### config.mk
export PLATFORM = sky130hd
export DESIGN_NAME = sliding_window_median
export DESIGN_NICKNAME = d
export VERILOG_FILES = /design/src/hw/rtl/swm_pkg.sv /design/src/hw/rtl/swm_ctrl.sv /design/src/hw/rtl/swm_datapath.sv /design/src/hw/rtl/sliding_window_median.sv
export SDC_FILE = /design/constraint.sdc
export NUM_CORES = 2
export LEC_CHECK = 0
export BUFFER_PORTS_ARGS = -buffer_cell sky130_fd_sc_hd__buf_4
export CAP_MARGIN = 10
export CORE_ASPECT_RATIO = 1.75
export CORE_MARGIN = 2
export CORE_UTILIZATION = 25
export CTS_CLUSTER_SIZE = 16
export DETAILED_ROUTE_END_ITERATION = 8
export HOLD_SLACK_MARGIN = 0.03
export SETUP_SLACK_MARGIN = 0.02
export SLEW_MARGIN = 30
export SYNTH_ARGS = -nofsm -noshare
export SYNTH_HDL_FRONTEND = slang
export SYNTH_SLANG_ARGS = --single-unit
### constraint.sdc
create_clock -name clk -period 7.4 [get_ports clk]
set_input_delay 0.37 -clock clk [delete_from_list [all_inputs] [get_ports clk]]
set_output_delay 0.37 -clock clk [all_outputs]
set_load 0.05 [all_outputs]
### src/hw/rtl/swm_pkg.sv
// shared types and constants for the sliding window median block
// controller states, datapath operations and the command/status structs
// no dependencies
`timescale 1ns / 1ps

package swm_pkg;

    localparam int SAMPLE_W       = 32;
    localparam int MED_W          = 33;
    localparam int CFG_W          = 7;
    localparam int MAX_WINDOW_DEF = 64;

    localparam logic [CFG_W-1:0] WINDOW_RESET = 7'd3;

    typedef enum logic [3:0] {
        ST_IDLE,
        ST_OLD,
        ST_RM_RD,
        ST_RM_CMP,
        ST_SL_RD,
        ST_SL_WR,
        ST_INS_RD,
        ST_INS_CMP,
        ST_MED_RD,
        ST_MED_HI,
        ST_MED_SUM
    } state_t;

    typedef enum logic [3:0] {
        OP_NONE,
        OP_ACCEPT_FILL,
        OP_ACCEPT_FULL,
        OP_OLD_LOAD,
        OP_RM_READ,
        OP_IDX_INC,
        OP_SL_READ,
        OP_SL_WRITE,
        OP_INS_START,
        OP_INS_READ,
        OP_INS_SHIFT,
        OP_INS_PUT,
        OP_MED_LO,
        OP_MED_HI,
        OP_MED_WAIT,
        OP_MED_OUT
    } dp_op_t;

    typedef struct packed {
        dp_op_t op;
        logic   cfg_we;
    } cmd_t;

    typedef struct packed {
        logic full;      // window holds as many samples as the clamped window size
        logic last;      // index is at the last entry of the window
        logic idx_zero;
        logic match;     // sorted read data equals the leaving sample
        logic q_gt;      // sorted read data above the new sample
    } status_t;

endpackage

### src/hw/rtl/swm_ctrl.sv
// controller for the sliding window median block
// steps the datapath through remove, insert and median read; owns the output valid
// depends on swm_pkg
`timescale 1ns / 1ps

module swm_ctrl (
    input  logic            clk,
    input  logic            rst_n,
    input  logic            sample_valid,
    output logic            sample_ready,
    output logic            median_valid,
    input  logic            median_ready,
    input  logic            cfg_valid,
    output logic            cfg_ready,
    input  swm_pkg::status_t st,
    output swm_pkg::cmd_t    cmd
);

    swm_pkg::state_t state_reg;
    swm_pkg::state_t state_next;
    logic            out_valid_reg;
    logic            out_valid_next;

    always_ff @(posedge clk or negedge rst_n)
    begin
        if (!rst_n)
        begin
            state_reg     <= swm_pkg::ST_IDLE;
            out_valid_reg <= 1'b0;
        end
        else
        begin
            state_reg     <= state_next;
            out_valid_reg <= out_valid_next;
        end
    end

    always_comb
    begin
        state_next     = state_reg;
        cmd.op         = swm_pkg::OP_NONE;
        cmd.cfg_we     = cfg_valid;
        out_valid_next = out_valid_reg && !median_ready;
        unique case (state_reg)
            swm_pkg::ST_IDLE:
            begin
                if (sample_valid)
                begin
                    if (st.full)
                    begin
                        cmd.op     = swm_pkg::OP_ACCEPT_FULL;
                        state_next = swm_pkg::ST_OLD;
                    end
                    else
                    begin
                        cmd.op     = swm_pkg::OP_ACCEPT_FILL;
                        state_next = swm_pkg::ST_INS_RD;
                    end
                end
            end
            swm_pkg::ST_OLD:
            begin
                cmd.op     = swm_pkg::OP_OLD_LOAD;
                state_next = swm_pkg::ST_RM_RD;
            end
            swm_pkg::ST_RM_RD:
            begin
                cmd.op     = swm_pkg::OP_RM_READ;
                state_next = swm_pkg::ST_RM_CMP;
            end
            swm_pkg::ST_RM_CMP:
            begin
                if (st.match)
                begin
                    state_next = swm_pkg::ST_SL_RD;
                end
                else if (st.last)
                begin
                    cmd.op     = swm_pkg::OP_INS_START;
                    state_next = swm_pkg::ST_INS_RD;
                end
                else
                begin
                    cmd.op     = swm_pkg::OP_IDX_INC;
                    state_next = swm_pkg::ST_RM_RD;
                end
            end
            swm_pkg::ST_SL_RD:
            begin
                if (st.last)
                begin
                    cmd.op     = swm_pkg::OP_INS_START;
                    state_next = swm_pkg::ST_INS_RD;
                end
                else
                begin
                    cmd.op     = swm_pkg::OP_SL_READ;
                    state_next = swm_pkg::ST_SL_WR;
                end
            end
            swm_pkg::ST_SL_WR:
            begin
                cmd.op     = swm_pkg::OP_SL_WRITE;
                state_next = swm_pkg::ST_SL_RD;
            end
            swm_pkg::ST_INS_RD:
            begin
                if (st.idx_zero)
                begin
                    cmd.op     = swm_pkg::OP_INS_PUT;
                    state_next = swm_pkg::ST_MED_RD;
                end
                else
                begin
                    cmd.op     = swm_pkg::OP_INS_READ;
                    state_next = swm_pkg::ST_INS_CMP;
                end
            end
            swm_pkg::ST_INS_CMP:
            begin
                if (st.q_gt)
                begin
                    cmd.op     = swm_pkg::OP_INS_SHIFT;
                    state_next = swm_pkg::ST_INS_RD;
                end
                else
                begin
                    cmd.op     = swm_pkg::OP_INS_PUT;
                    state_next = swm_pkg::ST_MED_RD;
                end
            end
            swm_pkg::ST_MED_RD:
            begin
                // still filling: no beat for this sample
                if (!st.full)
                begin
                    state_next = swm_pkg::ST_IDLE;
                end
                else
                begin
                    cmd.op     = swm_pkg::OP_MED_LO;
                    state_next = swm_pkg::ST_MED_HI;
                end
            end
            swm_pkg::ST_MED_HI:
            begin
                cmd.op     = swm_pkg::OP_MED_HI;
                state_next = swm_pkg::ST_MED_SUM;
            end
            swm_pkg::ST_MED_SUM:
            begin
                if (!out_valid_reg || median_ready)
                begin
                    cmd.op         = swm_pkg::OP_MED_OUT;
                    out_valid_next = 1'b1;
                    state_next     = swm_pkg::ST_IDLE;
                end
                else
                begin
                    cmd.op = swm_pkg::OP_MED_WAIT;
                end
            end
            default:
            begin
                state_next = swm_pkg::ST_IDLE;
            end
        endcase
    end

    assign sample_ready = (state_reg == swm_pkg::ST_IDLE);
    assign median_valid = out_valid_reg;
    assign cfg_ready    = 1'b1;

endmodule

### src/hw/rtl/swm_datapath.sv
// datapath for the sliding window median block
// arrival ring and sorted store memories, index and fill counters, median adder
// depends on swm_pkg
`timescale 1ns / 1ps

module swm_datapath #(
    parameter int MAX_WINDOW = swm_pkg::MAX_WINDOW_DEF
) (
    input  logic                              clk,
    input  logic                              rst_n,
    input  swm_pkg::cmd_t                     cmd,
    input  logic [swm_pkg::CFG_W-1:0]         window_size,
    input  logic signed [swm_pkg::SAMPLE_W-1:0] sample,
    output logic signed [swm_pkg::MED_W-1:0]  median_x2,
    output swm_pkg::status_t                  st
);

    localparam int IDX_W = (MAX_WINDOW > 1) ? $clog2(MAX_WINDOW) : 1;
    localparam int CNT_W = $clog2(MAX_WINDOW + 1);
    localparam int CMP_W = (CNT_W > swm_pkg::CFG_W) ? CNT_W : swm_pkg::CFG_W;
    localparam int SW    = swm_pkg::SAMPLE_W;

    logic [SW-1:0] ring_mem   [MAX_WINDOW];
    logic [SW-1:0] sorted_mem [MAX_WINDOW];

    logic [swm_pkg::CFG_W-1:0] ws_reg;
    logic [CNT_W-1:0]          fill_reg;
    logic [IDX_W-1:0]          ptr_reg;
    logic [CNT_W-1:0]          idx_reg;
    logic [CNT_W-1:0]          idx_next;

    logic signed [SW-1:0]            sample_reg;
    logic signed [SW-1:0]            old_reg;
    logic signed [SW-1:0]            lo_reg;
    logic signed [swm_pkg::MED_W-1:0] med_reg;

    logic signed [SW-1:0] s_q;
    logic [SW-1:0]        r_q;
    logic [IDX_W-1:0]     s_raddr;
    logic                 s_we;
    logic [IDX_W-1:0]     s_waddr;
    logic [SW-1:0]        s_wdata;
    logic                 r_we;
    logic [IDX_W-1:0]     r_waddr;
    logic [SW-1:0]        r_wdata;

    logic [CMP_W-1:0] ws_ext;
    logic [CNT_W-1:0] eff;
    logic [CNT_W-1:0] ptr_inc;
    logic [CNT_W-1:0] lo_idx;
    logic [CNT_W-1:0] hi_idx;
    logic [CNT_W:0]   idx_inc_w;

    // window size clamped to 1..MAX_WINDOW
    always_comb
    begin
        ws_ext = CMP_W'(ws_reg);
        if (ws_reg == '0)
            eff = CNT_W'(1);
        else if (ws_ext > CMP_W'(MAX_WINDOW))
            eff = CNT_W'(MAX_WINDOW);
        else
            eff = ws_ext[CNT_W-1:0];
    end

    assign ptr_inc   = CNT_W'(ptr_reg) + CNT_W'(1);
    assign lo_idx    = (eff - CNT_W'(1)) >> 1;
    assign hi_idx    = eff >> 1;
    assign idx_inc_w = {1'b0, idx_reg} + {{CNT_W{1'b0}}, 1'b1};

    assign st.full     = (fill_reg == eff);
    assign st.last     = (idx_inc_w >= {1'b0, eff});
    assign st.idx_zero = (idx_reg == '0);
    assign st.match    = (s_q == old_reg);
    assign st.q_gt     = (s_q > sample_reg);

    // sorted store and arrival ring port control
    always_comb
    begin
        s_we    = 1'b0;
        s_waddr = idx_reg[IDX_W-1:0];
        s_wdata = s_q;
        r_we    = 1'b0;
        r_waddr = ptr_reg;
        r_wdata = sample_reg;
        case (cmd.op)
            swm_pkg::OP_SL_READ:  s_raddr = idx_inc_w[IDX_W-1:0];
            swm_pkg::OP_INS_READ: s_raddr = idx_reg[IDX_W-1:0] - IDX_W'(1);
            swm_pkg::OP_MED_LO:   s_raddr = lo_idx[IDX_W-1:0];
            swm_pkg::OP_MED_HI,
            swm_pkg::OP_MED_WAIT: s_raddr = hi_idx[IDX_W-1:0];
            default:              s_raddr = idx_reg[IDX_W-1:0];
        endcase
        case (cmd.op)
            swm_pkg::OP_SL_WRITE,
            swm_pkg::OP_INS_SHIFT:
            begin
                s_we = 1'b1;
            end
            swm_pkg::OP_INS_PUT:
            begin
                s_we    = 1'b1;
                s_wdata = sample_reg;
            end
            swm_pkg::OP_ACCEPT_FILL:
            begin
                r_we    = 1'b1;
                r_waddr = fill_reg[IDX_W-1:0];
                r_wdata = sample;
            end
            swm_pkg::OP_OLD_LOAD:
            begin
                r_we = 1'b1;
            end
            default:
            begin
            end
        endcase
    end

    always_ff @(posedge clk)
    begin
        if (s_we)
            sorted_mem[s_waddr] <= s_wdata;
        s_q <= sorted_mem[s_raddr];
    end

    always_ff @(posedge clk)
    begin
        if (r_we)
            ring_mem[r_waddr] <= r_wdata;
        r_q <= ring_mem[ptr_reg];
    end

    always_comb
    begin
        unique case (cmd.op)
            swm_pkg::OP_ACCEPT_FILL: idx_next = fill_reg;
            swm_pkg::OP_OLD_LOAD:    idx_next = '0;
            swm_pkg::OP_IDX_INC,
            swm_pkg::OP_SL_WRITE:    idx_next = idx_inc_w[CNT_W-1:0];
            swm_pkg::OP_INS_START:   idx_next = eff - CNT_W'(1);
            swm_pkg::OP_INS_SHIFT:   idx_next = idx_reg - CNT_W'(1);
            default:                 idx_next = idx_reg;
        endcase
    end

    always_ff @(posedge clk or negedge rst_n)
    begin
        if (!rst_n)
        begin
            ws_reg   <= swm_pkg::WINDOW_RESET;
            fill_reg <= '0;
            ptr_reg  <= '0;
            idx_reg  <= '0;
        end
        else
        begin
            idx_reg <= idx_next;
            if (cmd.cfg_we)
            begin
                // any write restarts the window empty
                ws_reg   <= window_size;
                fill_reg <= '0;
                ptr_reg  <= '0;
            end
            else if (cmd.op == swm_pkg::OP_ACCEPT_FILL)
            begin
                fill_reg <= fill_reg + CNT_W'(1);
                ptr_reg  <= '0;
            end
            else if (cmd.op == swm_pkg::OP_OLD_LOAD)
            begin
                ptr_reg <= (ptr_inc == eff) ? '0 : ptr_inc[IDX_W-1:0];
            end
        end
    end

    always_ff @(posedge clk)
    begin
        case (cmd.op)
            swm_pkg::OP_ACCEPT_FILL,
            swm_pkg::OP_ACCEPT_FULL: sample_reg <= sample;
            swm_pkg::OP_OLD_LOAD:    old_reg    <= r_q;
            swm_pkg::OP_MED_HI:      lo_reg     <= s_q;
            swm_pkg::OP_MED_OUT:     med_reg    <= {lo_reg[SW-1], lo_reg} + {s_q[SW-1], s_q};
            default:
            begin
            end
        endcase
    end

    assign median_x2 = med_reg;

endmodule

### src/hw/rtl/sliding_window_median.sv
// top level of the sliding window median block
// joins the controller and the datapath; holds the assertions
// depends on swm_pkg, swm_ctrl, swm_datapath
`timescale 1ns / 1ps

// Running median over the last W signed 32-bit samples, W = window_size clamped to
// 1..MAX_WINDOW (reset value 3). Each result beat carries twice the median as a
// 33-bit two's complement value with one fractional bit; the first W-1 samples after
// reset or any window_size write give no beat, and every later sample gives one.
// A write to window_size restarts the window empty and must come while the block is
// idle. Samples are handled one at a time through a sorted store with one read and
// one write port that is walked one entry at a time: for a full window the leaving
// sample is found and removed by shifting the entries above it down, then the new
// sample is inserted by shifting larger entries up, and the two median entries are
// read and summed. A result still held in the output register can stall a sample.
// A finished result waits in the output register while the next sample is taken.
module sliding_window_median #(
    parameter int MAX_WINDOW = swm_pkg::MAX_WINDOW_DEF
) (
    input  logic                                clk,
    input  logic                                rst_n,
    input  logic                                sample_valid,
    output logic                                sample_ready,
    input  logic signed [swm_pkg::SAMPLE_W-1:0] sample,
    output logic                                median_valid,
    input  logic                                median_ready,
    output logic signed [swm_pkg::MED_W-1:0]    median_x2,
    input  logic                                cfg_valid,
    output logic                                cfg_ready,
    input  logic [swm_pkg::CFG_W-1:0]           window_size
);

    swm_pkg::cmd_t    cmd;
    swm_pkg::status_t st;

    swm_ctrl u_ctrl (
        .clk          (clk),
        .rst_n        (rst_n),
        .sample_valid (sample_valid),
        .sample_ready (sample_ready),
        .median_valid (median_valid),
        .median_ready (median_ready),
        .cfg_valid    (cfg_valid),
        .cfg_ready    (cfg_ready),
        .st           (st),
        .cmd          (cmd)
    );

    swm_datapath #(
        .MAX_WINDOW (MAX_WINDOW)
    ) u_dp (
        .clk         (clk),
        .rst_n       (rst_n),
        .cmd         (cmd),
        .window_size (window_size),
        .sample      (sample),
        .median_x2   (median_x2),
        .st          (st)
    );

`ifndef SYNTH
    // one sample in flight: no second beat right behind the first
    a_one_in_flight: assert property (@(posedge clk) disable iff (!rst_n)
        sample_valid && sample_ready |=> !sample_ready)
        else $error("sample taken while another is in flight");

    // a result only appears while a sample is being worked on
    a_result_from_work: assert property (@(posedge clk) disable iff (!rst_n)
        $rose(median_valid) |-> $past(!sample_ready))
        else $error("result beat without a sample in progress");

    // a window_size write leaves the window empty
    a_cfg_restart: assert property (@(posedge clk) disable iff (!rst_n)
        cfg_valid && cfg_ready |=> !st.full)
        else $error("window not restarted after window_size write");
`endif

endmodule

==> flow_summary_export.csv <==
group,metric,value,unit
floorplan,die_area,692400,µm²
clocking,clkSinkCount,4321,
routing,drc,0,
critical_path,path_class,"reg -> reg",
critical_path,crit_required,8.25,ns
critical_path,cp-start-kind,"flip-flop",
sta,finalSetupViolCount,0,
routing,ant_nets,0,
global_routing,grt_start_max_net_pins,113,
sta,maxSlewViolCount,0,
final_layout,drive_above_1_share,15.97,%
clocking,clockRootBuffer,"clkbuf_16",
clocking,cts_made_buffers,397,
clocking,cts_resized,0,
yosys,ys.flop_type,"edfxtp_1",
routing,wirelength,520900,µm
global_routing,top_usage_layer,"met2",
outcome,outcome,"complete, no violations",
yosys,syn_nets,10890,
final_layout,regArea,129000,µm²
routing,dr_total_vias,99730,
yosys,ys_types,93,
floorplan,initial_core_util,25.07,%
placed_design,place_ws,0.5293,ns
global_routing,antenna_found_initial,36,
global_routing,gr-total-overflow,0,
sta,finClkSkew,0.1024,ns
placed_design,gp_congestion,0.8862,
pwr,p_leak,63.13,nW
pwr,combPwrFrac,43.5,%
global_routing,grt_pass1_vias,99020,
final_layout,nNetsFinal,11240,
final_layout,final_cell_mix,"edfxtp_1 (4225), nand2_1 (1989), nand3_1 (710), mux2i_1 (532), buf_4 (478)",
placed_design,hpwl,320900,µm
clocking,clkLatencyLatePin,1.05,ns
sta,fin_crit_sh,91.56,%
yosys,yosysSeqAreaShare,75.25,%
global_routing,grt_use_total,14.45,%
min_path,min_from,"sample[18]",
min_path,hp-class,"in -> reg",
clocking,htreeDepth,5,
routing,drtIter0Drc,9857,
critical_path,path_max_fanout,90,
sta,final_hold_viol_count,0,
critical_path,r2r-start,"u_dp.s_q[1]",
pwr,p_int,0.05568,W
sta,tightest_slew,1.093,ns
sta,max_freq,147.6,MHz
floorplan,fp.coreArea,683600,µm²
pwr,ir_worst_vdd,709.5,µV
yosys,syn_inst,10770,
floorplan,die_y,1099,µm
yosys,synth-simple-area-share,8.421,%
placed_design,io_buffers,78,
sta,setup_ws,0.6248,ns
pwr,swShare,41.09,%
global_routing,met2_usage,25.91,%
yosys,synthMuxAreaShare,7.864,%
yosys,avgSynthCellArea,15.91,µm²
min_path,holdPathStages,2,
sta,relSlewSlack,27.12,%
critical_path,reg2reg_to,"u_dp.s_q[9]",
yosys,synth_edf_count,4225,
pwr,pwr-share-clk,22.9,%
min_path,hold_end,"u_dp.sample_reg[18]",
yosys,netlist_area,171400,µm²
sta,grt_setup_unrepaired,"false",
clocking,clock_path_buffers,4,
yosys,synth-async-reset-ratio,0.7406,%
final_layout,fin_util,29.40,%
pwr,pwr_density_cell,470.3,nW/µm²
final_layout,area_delta_synth_final,17.26,%
clocking,clk_pin_slew,0.06,ns
yosys,yosys_register_bits,4321,
final_layout,fillers,67010,
routing,wl_per_cell,25.30,µm
routing,drtPass1Iterations,7,
yosys,synth_compound_area_share,5.510,%
critical_path,cp-end-kind,"flip-flop",
global_routing,gr-usage-met1,15.96,%
critical_path,rr_worst_depth,19,
yosys,yosys.area_share.adder,0.5738,%
pwr,seq_power_share,33.6,%
yosys,synth_xor_area_share,0.4293,%
floorplan,row_count,402,
yosys,yosysWarnings,0,
flow_run,cap_violations,0,
sta,fin_tns_setup,0,ns
floorplan,io_pins,80,
yosys,synth_top_family_by_area,"simple AND/OR/NAND/NOR gates",
critical_path,cp.arrival,7.62,ns
final_layout,layout.cells.most_common,"edfxtp_1",
global_routing,use_met3,2.093,%
critical_path,ff2ff_setup_slack,0.62,ns
routing,via_per_inst,4.843,
global_routing,grt_first_pass_wirelength,729800,µm
pwr,switching_power,0.03884,W
floorplan,fp.dieW,629.9,µm
final_layout,multi_input_area,40560,µm²
clocking,cts_tree,"yes",
sta,period_needed,6.775,ns
==> worst max-delay path: stages (launching register included) <==
cell and delay [ns]:
dfxtp_1 0.84, xor2_1 0.72, nor4_1 0.13, buf_4 0.17, nand4_1 0.07, nor2_1 0.10, buf_4 0.17, o31ai_1 0.58
nand2_1 0.33, o211ai_4 0.46, nand2_8 0.39, buf_12 0.33, buf_12 0.23, nand2_1 0.16, nand3_1 0.09, nand3_1 0.11
nand4_1 0.33, nor3_4 0.71, buf_8 0.24, o221ai_1 0.18
==> per-stage QoR <==
step	cell area, µm²	hold slack, ns	total power (W)	cells
floorplan	171400	0.07441	0.05434	10770
global route	200900	0.1606	0.09777	20580
detailed placement	186800	0.3712	0.07297	19770
global placement	186500	0.3684	0.07225	19760
finish	201000	0.1819	0.09452	20590
CTS	200800	0.1145	0.09452	20550
==> cell usage after synthesis (18+ instances only) <==
library cell / n / area (µm²)
a31oi_1: 119 / 744.5
o221ai_1: 268 / 2347
and3_1: 173 / 1082
a41oi_1: 18 / 157.7
a21oi_1: 267 / 1336
xnor2_1: 39 / 341.6
mux2_2: 47 / 529.3
ha_1: 77 / 963.4
clkbuf_1: 273 / 1025
dfxtp_1: 64 / 1281
mux4_2: 336 / 7567
edfxtp_1: 4225 / 126900
a311oi_1: 145 / 1270
nand2_1: 1991 / 7473
dfrtp_1: 30 / 750.7
buf_1: 87 / 326.6
or3_1: 18 / 112.6
nor3_1: 124 / 620.6
o22ai_1: 123 / 769.5
o21ai_0: 112 / 560.5
nand3_1: 710 / 3553
inv_1: 58 / 217.7
nand4_1: 31 / 193.9
nor2_1: 161 / 604.3
nand2b_1: 23 / 143.9
a21o_1: 26 / 195.2
buf_2: 253 / 1266
mux2i_1: 536 / 5365
buf_4: 48 / 360.4
xor2_1: 45 / 394.1
a211oi_1: 62 / 465.5
==> worst max path at each step <==
stage                               start                     to  cells past startpoint
after floorplan            u_dp.ws_ext[2]  u_dp.sorted_mem[0][0]                     16
after global placement       u_dp.s_q[26]            u_dp.s_q[9]                     17
after detailed placement  u_dp.idx_reg[2]            u_dp.s_q[9]                     20
after CTS                    u_dp.s_q[29]            u_dp.s_q[9]                     17
after global routing      u_dp.idx_reg[2]            u_dp.s_q[0]                     18
final                         u_dp.s_q[1]            u_dp.s_q[9]                     19
==> routing by layer <==
metal / part of all wire (%) / vias up / wire length (µm)
met4: 7.1 / 16 / 37130
met5: 0.019 / - / 97
li1: - / 42730 / -
met3: 6.4 / 1097 / 33450
met1: 36 / 51790 / 185200
met2: 51 / 4099 / 265000
==> final cells by class <==
class                           count  share of cell area [%]
Timing Repair Buffer              627                   3.037
Tap cell                         9090                   5.660
Antenna cell                       45                 0.05604
Clock inverter                    243                   1.453
Inverter                           60                  0.1146
Clock buffer                      493                   5.313
Sequential cell                  4321                   64.18
Multi-Input combinational cell   5714                   20.18
==> power groups by stage <==
stage | Combinational, W | Clock, W | Sequential [W]
3_5_place_dp | 0.0407 | 0 | 0.0323
6_report | 0.0411 | 0.0216 | 0.0318
3_3_place_gp | 0.0400 | 0 | 0.0323
5_1_grt | 0.0432 | 0.0228 | 0.0318
2_1_floorplan | 0.0223 | 0 | 0.0320
4_1_cts | 0.0408 | 0.0219 | 0.0318
==> logic make-up (layout without fill, tap and decap cells) <==
logic type	Yosys count	count (layout)
simple gates	3322	3322
other cells	1	46
mux	920	920
xor+xnor	84	84
compound gates	1309	1309
flops	4321	4321
fa+ha+maj	78	78
buf+inv	734	1423
==> what timing repair did <==
action	in CTS	in global routing
hold endpoints to repair	86	0
buffers inserted	0	0
hold buffers	45	0
setup endpoints to repair	0	0
(Power assumes the default switching activity.)
